### src/sv/hsvc_pkg.sv
package hsvc_pkg;

	// channel and result widths
	localparam int CHAN_W = 8;
	localparam int FRAC_W = 16;

	// divider layout: quotient bits retired per stage and stage count
	localparam int BITS_PER_STAGE = 4;
	localparam int DIV_STAGES     = FRAC_W / BITS_PER_STAGE;

	// hue divisor is 6*C, three bits wider than a channel
	localparam int HDIV_W = CHAN_W + 3;
	localparam int HREM_W = CHAN_W + 4;
	localparam int SREM_W = CHAN_W + 1;
	localparam int NUM_W  = CHAN_W + 4;

	// which channel holds the maximum
	typedef enum logic [1:0] {
		SEC_RED,
		SEC_GREEN,
		SEC_BLUE
	} sector_t;

	// input pixel
	typedef struct packed {
		logic [CHAN_W-1:0] red;
		logic [CHAN_W-1:0] green;
		logic [CHAN_W-1:0] blue;
		logic              last_pixel;
	} pix_in_t;

	// output pixel
	typedef struct packed {
		logic [FRAC_W-1:0] hue;
		logic [FRAC_W-1:0] saturation;
		logic [CHAN_W-1:0] value;
		logic              last_out;
	} pix_out_t;

	// state of both long divisions as it moves down the pipe
	typedef struct packed {
		logic [SREM_W-1:0] sat_rem;
		logic [CHAN_W-1:0] sat_div;
		logic [FRAC_W-1:0] sat_low;
		logic [FRAC_W-1:0] sat_q;
		logic [HREM_W-1:0] hue_rem;
		logic [HDIV_W-1:0] hue_div;
		logic [FRAC_W-1:0] hue_q;
		logic [CHAN_W-1:0] value;
		logic              grey;
		logic              last;
	} div_work_t;

endpackage

### src/sv/hsvc_prep.sv
module hsvc_prep
	import hsvc_pkg::*;
(
	input  logic      clk,
	input  logic      arst_n,
	input  logic      valid_in,
	input  pix_in_t   pix_in,
	output logic      ready_in,
	output logic      valid_out,
	output div_work_t work_out,
	input  logic      ready_out
);

	logic              valid_s1;
	logic [CHAN_W-1:0] red_s1;
	logic [CHAN_W-1:0] green_s1;
	logic [CHAN_W-1:0] blue_s1;
	logic [CHAN_W-1:0] max_s1;
	logic [CHAN_W-1:0] min_s1;
	sector_t           sector_s1;
	logic              last_s1;

	logic              valid_s2;
	div_work_t         work_s2;

	logic              ready_s2;

	logic [CHAN_W-1:0] max_c;
	logic [CHAN_W-1:0] min_c;
	logic [CHAN_W-1:0] rg_max;
	logic [CHAN_W-1:0] rg_min;
	sector_t           sector_c;

	logic [CHAN_W-1:0]          chroma;
	logic [HDIV_W-1:0]          six_c;
	logic signed [NUM_W-1:0]    num_raw;
	logic signed [NUM_W-1:0]    num_fix;
	logic [CHAN_W+FRAC_W-1:0]   sat_dividend;
	div_work_t                  work_c;

	// per-stage flow control
	assign ready_s2 = !valid_s2 || ready_out;
	assign ready_in = !valid_s1 || ready_s2;

	// max, min and sector, ties go red then green then blue
	always_comb begin
		rg_max = (pix_in.red > pix_in.green) ? pix_in.red : pix_in.green;
		rg_min = (pix_in.red < pix_in.green) ? pix_in.red : pix_in.green;
		max_c  = (rg_max > pix_in.blue) ? rg_max : pix_in.blue;
		min_c  = (rg_min < pix_in.blue) ? rg_min : pix_in.blue;
		if (max_c == pix_in.red) begin
			sector_c = SEC_RED;
		end else if (max_c == pix_in.green) begin
			sector_c = SEC_GREEN;
		end else begin
			sector_c = SEC_BLUE;
		end
	end

	// stage 1 register
	always_ff @(posedge clk or negedge arst_n) begin
		if (!arst_n) begin
			valid_s1 <= 1'b0;
		end else if (ready_in) begin
			valid_s1 <= valid_in;
		end
	end

	always_ff @(posedge clk) begin
		if (valid_in && ready_in) begin
			red_s1    <= pix_in.red;
			green_s1  <= pix_in.green;
			blue_s1   <= pix_in.blue;
			max_s1    <= max_c;
			min_s1    <= min_c;
			sector_s1 <= sector_c;
			last_s1   <= pix_in.last_pixel;
		end
	end

	// chroma, hue numerator folded into [0, 6C), initial remainders
	always_comb begin
		chroma = max_s1 - min_s1;
		six_c  = {1'b0, chroma, 2'b00} + {2'b00, chroma, 1'b0};
		case (sector_s1)
			SEC_RED: begin
				num_raw = $signed({4'b0000, green_s1}) - $signed({4'b0000, blue_s1});
			end
			SEC_GREEN: begin
				num_raw = $signed({4'b0000, blue_s1}) - $signed({4'b0000, red_s1})
					+ $signed({3'b000, chroma, 1'b0});
			end
			default: begin
				num_raw = $signed({4'b0000, red_s1}) - $signed({4'b0000, green_s1})
					+ $signed({2'b00, chroma, 2'b00});
			end
		endcase
		num_fix = num_raw[NUM_W-1] ? (num_raw + $signed({1'b0, six_c})) : num_raw;

		// C*65535 = C*2^16 - C
		sat_dividend = {chroma, {FRAC_W{1'b0}}} - {{FRAC_W{1'b0}}, chroma};

		work_c.sat_rem = {1'b0, sat_dividend[CHAN_W+FRAC_W-1:FRAC_W]};
		work_c.sat_div = max_s1;
		work_c.sat_low = sat_dividend[FRAC_W-1:0];
		work_c.sat_q   = '0;
		work_c.hue_rem = num_fix[HREM_W-1:0];
		work_c.hue_div = six_c;
		work_c.hue_q   = '0;
		work_c.value   = max_s1;
		work_c.grey    = (chroma == '0);
		work_c.last    = last_s1;
	end

	// stage 2 register
	always_ff @(posedge clk or negedge arst_n) begin
		if (!arst_n) begin
			valid_s2 <= 1'b0;
		end else if (ready_s2) begin
			valid_s2 <= valid_s1;
		end
	end

	always_ff @(posedge clk) begin
		if (valid_s1 && ready_s2) begin
			work_s2 <= work_c;
		end
	end

	assign valid_out = valid_s2;
	assign work_out  = work_s2;

endmodule

### src/sv/hsvc_div_stage.sv
module hsvc_div_stage
	import hsvc_pkg::*;
(
	input  logic      clk,
	input  logic      arst_n,
	input  logic      valid_in,
	input  div_work_t work_in,
	output logic      ready_in,
	output logic      valid_out,
	output div_work_t work_out,
	input  logic      ready_out
);

	logic      valid_s1;
	div_work_t work_s1;

	div_work_t         work_c;
	logic [SREM_W-1:0] sat_try;
	logic [HREM_W-1:0] hue_try;
	logic              sat_bit;
	logic              hue_bit;

	assign ready_in = !valid_s1 || ready_out;

	// BITS_PER_STAGE restoring division steps for both saturation and hue
	always_comb begin
		work_c  = work_in;
		sat_try = '0;
		hue_try = '0;
		sat_bit = 1'b0;
		hue_bit = 1'b0;
		for (int i = 0; i < BITS_PER_STAGE; i++) begin
			sat_try = {work_c.sat_rem[SREM_W-2:0], work_c.sat_low[FRAC_W-1]};
			sat_bit = (sat_try >= {1'b0, work_c.sat_div});
			work_c.sat_rem = sat_bit ? (sat_try - {1'b0, work_c.sat_div}) : sat_try;
			work_c.sat_low = {work_c.sat_low[FRAC_W-2:0], 1'b0};
			work_c.sat_q   = {work_c.sat_q[FRAC_W-2:0], sat_bit};

			hue_try = {work_c.hue_rem[HREM_W-2:0], 1'b0};
			hue_bit = (hue_try >= {1'b0, work_c.hue_div});
			work_c.hue_rem = hue_bit ? (hue_try - {1'b0, work_c.hue_div}) : hue_try;
			work_c.hue_q   = {work_c.hue_q[FRAC_W-2:0], hue_bit};
		end
	end

	// stage register
	always_ff @(posedge clk or negedge arst_n) begin
		if (!arst_n) begin
			valid_s1 <= 1'b0;
		end else if (ready_in) begin
			valid_s1 <= valid_in;
		end
	end

	always_ff @(posedge clk) begin
		if (valid_in && ready_in) begin
			work_s1 <= work_c;
		end
	end

	assign valid_out = valid_s1;
	assign work_out  = work_s1;

endmodule

### src/sv/rgb_to_hsv_converter.sv
// RGB to HSV pixel converter.
// Input channel pix (pix_valid / pix_stall) carries one RGB pixel of three
// unsigned channels and a last-pixel mark. Output channel hsv
// (hsv_valid / hsv_stall) carries hue as a 16-bit fraction of a turn,
// saturation as floor(C*65535/V), value (largest channel) and the mark.
// A transfer happens at a rising edge with valid high and stall low.
// Throughput is one pixel per clock with no gaps while hsv is not stalled;
// pixels are independent. From input transfer to output transfer a pixel
// passes two stages that find max/min/chroma and the hue numerator, then four
// stages of a shared restoring divider that retire four quotient bits each for
// hue and saturation. The last divider stage is the output register.
// Grey pixels (chroma zero) give hue 0 and saturation 0.
// Reset clears every stage valid bit; no pixel is in flight afterwards.
// Each stage holds while the one after it is full and stalled, so a stall
// on hsv backs up stage by stage to pix_stall; empty stages still fill, so
// bubbles are squeezed out and nothing is dropped or repeated.
module rgb_to_hsv_converter
	import hsvc_pkg::*;
(
	input  logic     clk,
	input  logic     arst_n,
	input  logic     pix_valid,
	output logic     pix_stall,
	input  pix_in_t  pix,
	output logic     hsv_valid,
	input  logic     hsv_stall,
	output pix_out_t hsv
);

	logic      valid_w [DIV_STAGES+1];
	logic      ready_w [DIV_STAGES+1];
	div_work_t work_w  [DIV_STAGES+1];
	logic      prep_ready;

	// front end: max, min, chroma, numerator
	hsvc_prep u_prep (
		.clk       (clk),
		.arst_n    (arst_n),
		.valid_in  (pix_valid),
		.pix_in    (pix),
		.ready_in  (prep_ready),
		.valid_out (valid_w[0]),
		.work_out  (work_w[0]),
		.ready_out (ready_w[0])
	);

	assign pix_stall = !prep_ready;

	// divider chain
	for (genvar k = 0; k < DIV_STAGES; k++) begin : g_div
		hsvc_div_stage u_stage (
			.clk       (clk),
			.arst_n    (arst_n),
			.valid_in  (valid_w[k]),
			.work_in   (work_w[k]),
			.ready_in  (ready_w[k]),
			.valid_out (valid_w[k+1]),
			.work_out  (work_w[k+1]),
			.ready_out (ready_w[k+1])
		);
	end

	assign ready_w[DIV_STAGES] = !hsv_stall;

	// result, grey pixels forced to zero hue and saturation
	assign hsv_valid      = valid_w[DIV_STAGES];
	assign hsv.hue        = work_w[DIV_STAGES].grey ? '0 : work_w[DIV_STAGES].hue_q;
	assign hsv.saturation = work_w[DIV_STAGES].grey ? '0 : work_w[DIV_STAGES].sat_q;
	assign hsv.value      = work_w[DIV_STAGES].value;
	assign hsv.last_out   = work_w[DIV_STAGES].last;

endmodule
### config.mk
export PLATFORM = sky130hd
export DESIGN_NAME = rgb_to_hsv_converter
export DESIGN_NICKNAME = d
export VERILOG_FILES = /design/src/sv/hsvc_pkg.sv /design/src/sv/hsvc_prep.sv /design/src/sv/hsvc_div_stage.sv /design/src/sv/rgb_to_hsv_converter.sv
export SDC_FILE = /design/constraint.sdc
export NUM_CORES = 1
export LEC_CHECK = 0
export ABC_AREA = 0
export BUFFER_PORTS_ARGS = -buffer_cell sky130_fd_sc_hd__clkbuf_2
export CAP_MARGIN = 40
export CORE_UTILIZATION = 30
export CTS_CLUSTER_DIAMETER = 80
export DETAILED_ROUTE_END_ITERATION = 12
export MAX_ROUTING_LAYER = met4
export PLACE_DENSITY = 0.53
export SYNTH_ARGS = -nofsm -noshare
export SYNTH_HDL_FRONTEND = slang
export SYNTH_SLANG_ARGS = --single-unit
### constraint.sdc
create_clock -name clk -period 10.45 [get_ports clk]
set_input_delay 0.5225 -clock clk [delete_from_list [all_inputs] [get_ports clk]]
set_output_delay 0.5225 -clock clk [all_outputs]
set_load 0.005 [all_outputs]
## Word-level counts from Yosys, hierarchy flattened

Index checks and enable logic that the tools add are counted.

| storage, ports and cells | value |
|---|---|
| register bits after elaboration | 339 |
| logic and storage cells | 194 |

| operators by class | value |
|---|---|
| add/subtract/negate cells | 39 |
| order comparisons | 36 |
| equality and inequality tests | 3 |
| mux-type cells | 39 |
| reduce and logical (&&, ||, !) cells | 22 |

Operators with widths:

| cell | count |
|---|---|
| >= comparator 12 x 11 -> 1 bit | 16 |
| two-way mux 11 bit | 16 |
| subtractor 11 bit | 15 |
| two-way mux 8 bit | 19 |
| >= comparator 9 x 8 -> 1 bit | 16 |
| subtractor 8 bit | 16 |
| two-way mux 16 bit | 2 |
| subtractor 8 x 8 -> 9 bit | 3 |
| one-hot mux 12 bit (2 select lines) | 1 |
| subtractor 24 x 8 -> 24 bit | 1 |
| equality test 8 bit | 2 |
| > comparator 8 bit | 2 |
| less-than comparator 8 bit | 2 |
| adder 12 x 10 -> 12 bit | 1 |
| adder 12 x 11 -> 12 bit | 1 |
| adder 10 x 9 -> 11 bit | 1 |
| adder 11 bit | 1 |
| zero test 1 bit | 8 |
| zero test 8 bit | 1 |
| logical AND 1 bit | 6 |
| logical OR 1 bit | 6 |
| equality test 2 x 1 -> 1 bit (second input constant) | 1 |
| zero test 2 bit | 1 |
| two-way mux 2 bit | 1 |

## Logic depth before layout (Yosys ltp)

| depth | value |
|---|---|
| word-level depth | 8 |
| depth in mapped cells | 43 |

## Cells and area by module

From an unflattened synthesis, not the netlist that was laid out.

| unflattened totals | value |
|---|---|
| cell total of the unflattened synthesis | 3,614 |
| area, all modules | 37,114.3 um^2 |

Modules (own cells, without submodules):

| module | times used | cells each | area an instance (um^2) | sequential area each (um^2) |
|---|---|---|---|---|
| hsvc_prep | 1 | 773 | 7,927.6 | 2,932.8 |
| hsvc_div_stage (g_div[0].u_stage) | 1 | 709 | 7,265.7 | 2,847.7 |
| hsvc_div_stage (g_div[3].u_stage) | 1 | 691 | 7,262.0 | 2,847.7 |
| hsvc_div_stage (g_div[2].u_stage) | 1 | 703 | 7,249.5 | 2,847.7 |
| hsvc_div_stage (g_div[1].u_stage) | 1 | 701 | 7,179.4 | 2,847.7 |
| rgb_to_hsv_converter | 1 | 37 | 230.2 | 0.0 |

## Worst setup path after synthesis

Ideal clock, no wire load.

| timing | value |
|---|---|
| kind | register to register |
| start | register u_prep.work_out[66] (netlist name) |
| end | register g_div[0].u_stage.work_s1 (netlist bit g_div[0].u_stage.work_out[40]), data pin |
| setup time | 0.260 ns |
| arrival | 8.678 ns |
| data required time | 10.190 ns |
| slack | 1.512 ns |
| cell stages (with the launch flop) | 42 |
| path buffers | 4 |
| clock period less this slack | 8.938 ns |
| path through | edfxtp_1 > inv_1 > ha_1 > nor2b_1 > o31a_1 > o41a_1 > o311a_4 > buf_6 > mux2_2 > inv_1 > ha_1 > nor2b_1 > o31a_1 > or2_2 > a31oi_1 > o221a_4 > nand2_2 > buf_1 > [... 6 more ...] > a41oi_1 > o21ai_0 > a31o_1 > nor2_4 > inv_2 > buf_2 > mux2_2 > ha_1 > or2_2 > a21oi_1 > a31oi_1 > a41oi_1 > o21ai_0 > a21oi_1 > o21ai_1 > o31a_1 > buf_6 > mux2_4 |

RTL lines:

| element | line | text |
|---|---|---|
| end signal, assigned | hsvc_div_stage.sv:57 | `work_s1 <= work_c;` |
| end, declared | hsvc_div_stage.sv:15 | `div_work_t work_s1;` |

==> impl_results.md <==
* RSZ-0062 raised after global routing: false
* Final hold vios at 0
* Drt pass-1 iters at 10
* Synth top area share at ~32%
* Area Overhead vs Synth at 11.4%
* Worst-Margin Slew at 875 ps
* Avg Synthesized Cell Area at 9.77 sq um
* Required time worst endpoint at 10760 ps
* Hold/Removal Path Class: in2reg
* Yosys synthesis warning count at 0
* IO Count at about 70
* Unique cell type count in the Yosys netlist at 90
* Multi-input logic area at ~19000 sq um
* Inst Count DP at 4333
* Status: finished with violations
* Seq cells post-synth at between 300 and 400
* Max-slew violation count at 0
* Post-synth top cells: 377 x ha_1, 317 x edfxtp_1, 247 x inv_1, 217 x nor2_1, 199 x a21oi_1
* Critical path data arrival time at 10040 ps
* Vert. Die Dim at 315 um
* Failing checks: design-rule violations
* Gr ovfl total at 0
* Post-DP HPWL at roughly 57000 um
* Post-synth EDFFs at 317
* Syn Nets at roughly 3.4k
* CP max stage cell: o311a_4
* Mapped Cells at about 3k
* CP max stage delay at 470 ps
* CTS tree: built
* Largest net degree at the start of global routing at just under 60
* Count leader, synth: ha_1
* Root Buffer Master: clkbuf_16
* Highest clock rate at 103 MHz
* Worst-path fanout max at 15
* Via density at 5.02
* Nets at between 3k and 4k
* Area of the die at 99100 sq um
* Drc violations at 9
* Clock slew at reported path FFs at approximately 60 ps
* Synth area leader: edfxtp_1
* TNS Setup at 0 ps
* Most used cell, CP: ha_1
* Share of flip-flops with an asynchronous set or reset at 1.86%
* Worst Setup Start Kind: flip-flop
* Initial antenna violation count at 3
* Diode count at 0
* Total global-route track usage at 14.9%
* Top cells by area, synth: edfxtp_1 32%, ha_1 16%, mux2_2 4.8%
* Chip Width at 315 um
* Non-filler cells, final at 4406
* Initial Util at 30.3%
* Max-slew headroom at a little over two fifths
* DR vias at about 22k
* Num Clock Sinks at 323
* Antenna Nets Post-Route at 0
* CP top delay family: compound AO/OA/AOI/OAI gates
* CP Class: reg2reg
* Postcts setup bufs at 0
* Number of global-route vias before repair at about 21k
* Ys flop type: edfxtp_1
* Storage element area at about 9700 sq um
* Maximum clock path buffer count at 3
* DRT iter0 DRCs at 1226
* Hold WS at 137 ps
* Fin crit period at 9730 ps
* Buffers on Ports at 71
* Area after DPL at 31300 sq um
* Clock Latency Late Sink at approximately 600 ps
* RePlAce Congestion at 0.887
* Design area at 32700 sq um
* Cts bufs inserted at between 40 and 50
* Final WL at 71900 um
* Share of cells above drive strength 1 at 11.4%
* H-tree levels at 2
* Final setup fails at 0
* Critical path capture point type: flip-flop
* Post-synthesis cell area at 29400 sq um
* Post-detailed-route wirelength per cell at between 15 and 20 um
* Setup skew after layout at between 20 and 25 ps
* Fraction of the yosys area taken by sequential cells at 32.9%
* Placeable Area at 96900 sq um
* First-pass GRT wire length at between 100000 and 150000 um
* Core Rows at approximately 110
* Maxcap violations at 0
* Fin crit share at between 90 and 100%
* Filler Cell Count at 9865
* Worst Path Buf+Inv at 3
final timing paths:
path	startpoint	endpoint	slack [ps]	cells after the start
min in group asynchronous	arst_n	g_div[0].u_stage.valid_out	300	2
worst max-delay path	u_prep.work_out[66]	g_div[0].u_stage.work_out[40]	720	36
worst max register to register	u_prep.work_out[66]	g_div[0].u_stage.work_out[40]	720	36
worst min register to register	u_prep.work_out[1]	g_div[0].u_stage.work_out[1]	410	0
worst min-delay path	pix[0]	u_prep.last_s1	140	1
max in group asynchronous	arst_n	u_prep.valid_out	9990	2
metal layers:
metal	vias up	global-route usage, %	share of wire [%]
met1	10300	20.2	50
met3	130	1.78	3.4
li1	11300	-	-
met5	-	-	0
met4	0	4.36	2.9
met2	378	23.0	44
timing repair:
| item | CTS | global route |
|---|---|---|
| hold buffers | 1 | 0 |
| endpoints found under the setup margin | 0 | 10 |
| resized for setup | 0 | 3 |
| hold endpoints to repair | 6 | 0 |
cell usage in the layout (no fill, tap or decap), types with 105 or more instances in the layout:
master / instances
ha_1: 377
edfxtp_1: 317
inv_1: 247
nor2_1: 217
a21oi_1: 198
o21ai_0: 159
xnor2_1: 149
nand2_1: 145
mux2_2: 126
a21o_1: 105
cell type report:
class                   instances  share of cell area (%)
well taps                    1276                    4.88
flip-flops and latches        323                    29.6
inverters                     252                    2.90
clock inverters                24                   0.925
clock buffers                  48                    3.22
repair buffers                103                    1.94
multi-input cells            2380                    56.6
flip-flops by register name (all words and copies together) (netlist names):
register,flops
u_prep.max_s1,8
u_prep.valid_s1,1
u_prep.sector_s1,2
u_prep.blue_s1,8
u_prep.min_s1,8
u_prep.red_s1,8
g_div.u_stage.work_out,222
u_prep.valid_out,1
g_div.u_stage.valid_out,4
u_prep.last_s1,1
u_prep.work_out,52
u_prep.green_s1,8
through the flow:
stage,utilization [%],worst slack (ps)
detailed placement,32.4,490
global placement,32.3,730
finish,33.8,719
global route,33.8,28.2
CTS,33.8,442
floorplan,-,1510
logic make-up (layout without fill, tap and decap cells):
logic type	Yosys count	after routing	share of synthesized area (%)
flops	323	323	32.9
fa+ha+maj	405	405	18.0
buf+inv	303	427	4.12
mux	170	170	6.38
simple gates	780	780	13.4
xor+xnor	245	245	7.31
compound gates	780	780	17.9
Power is not shown: default switching activity piles up to over one toggle a cycle in this logic, so the estimate is an artifact.
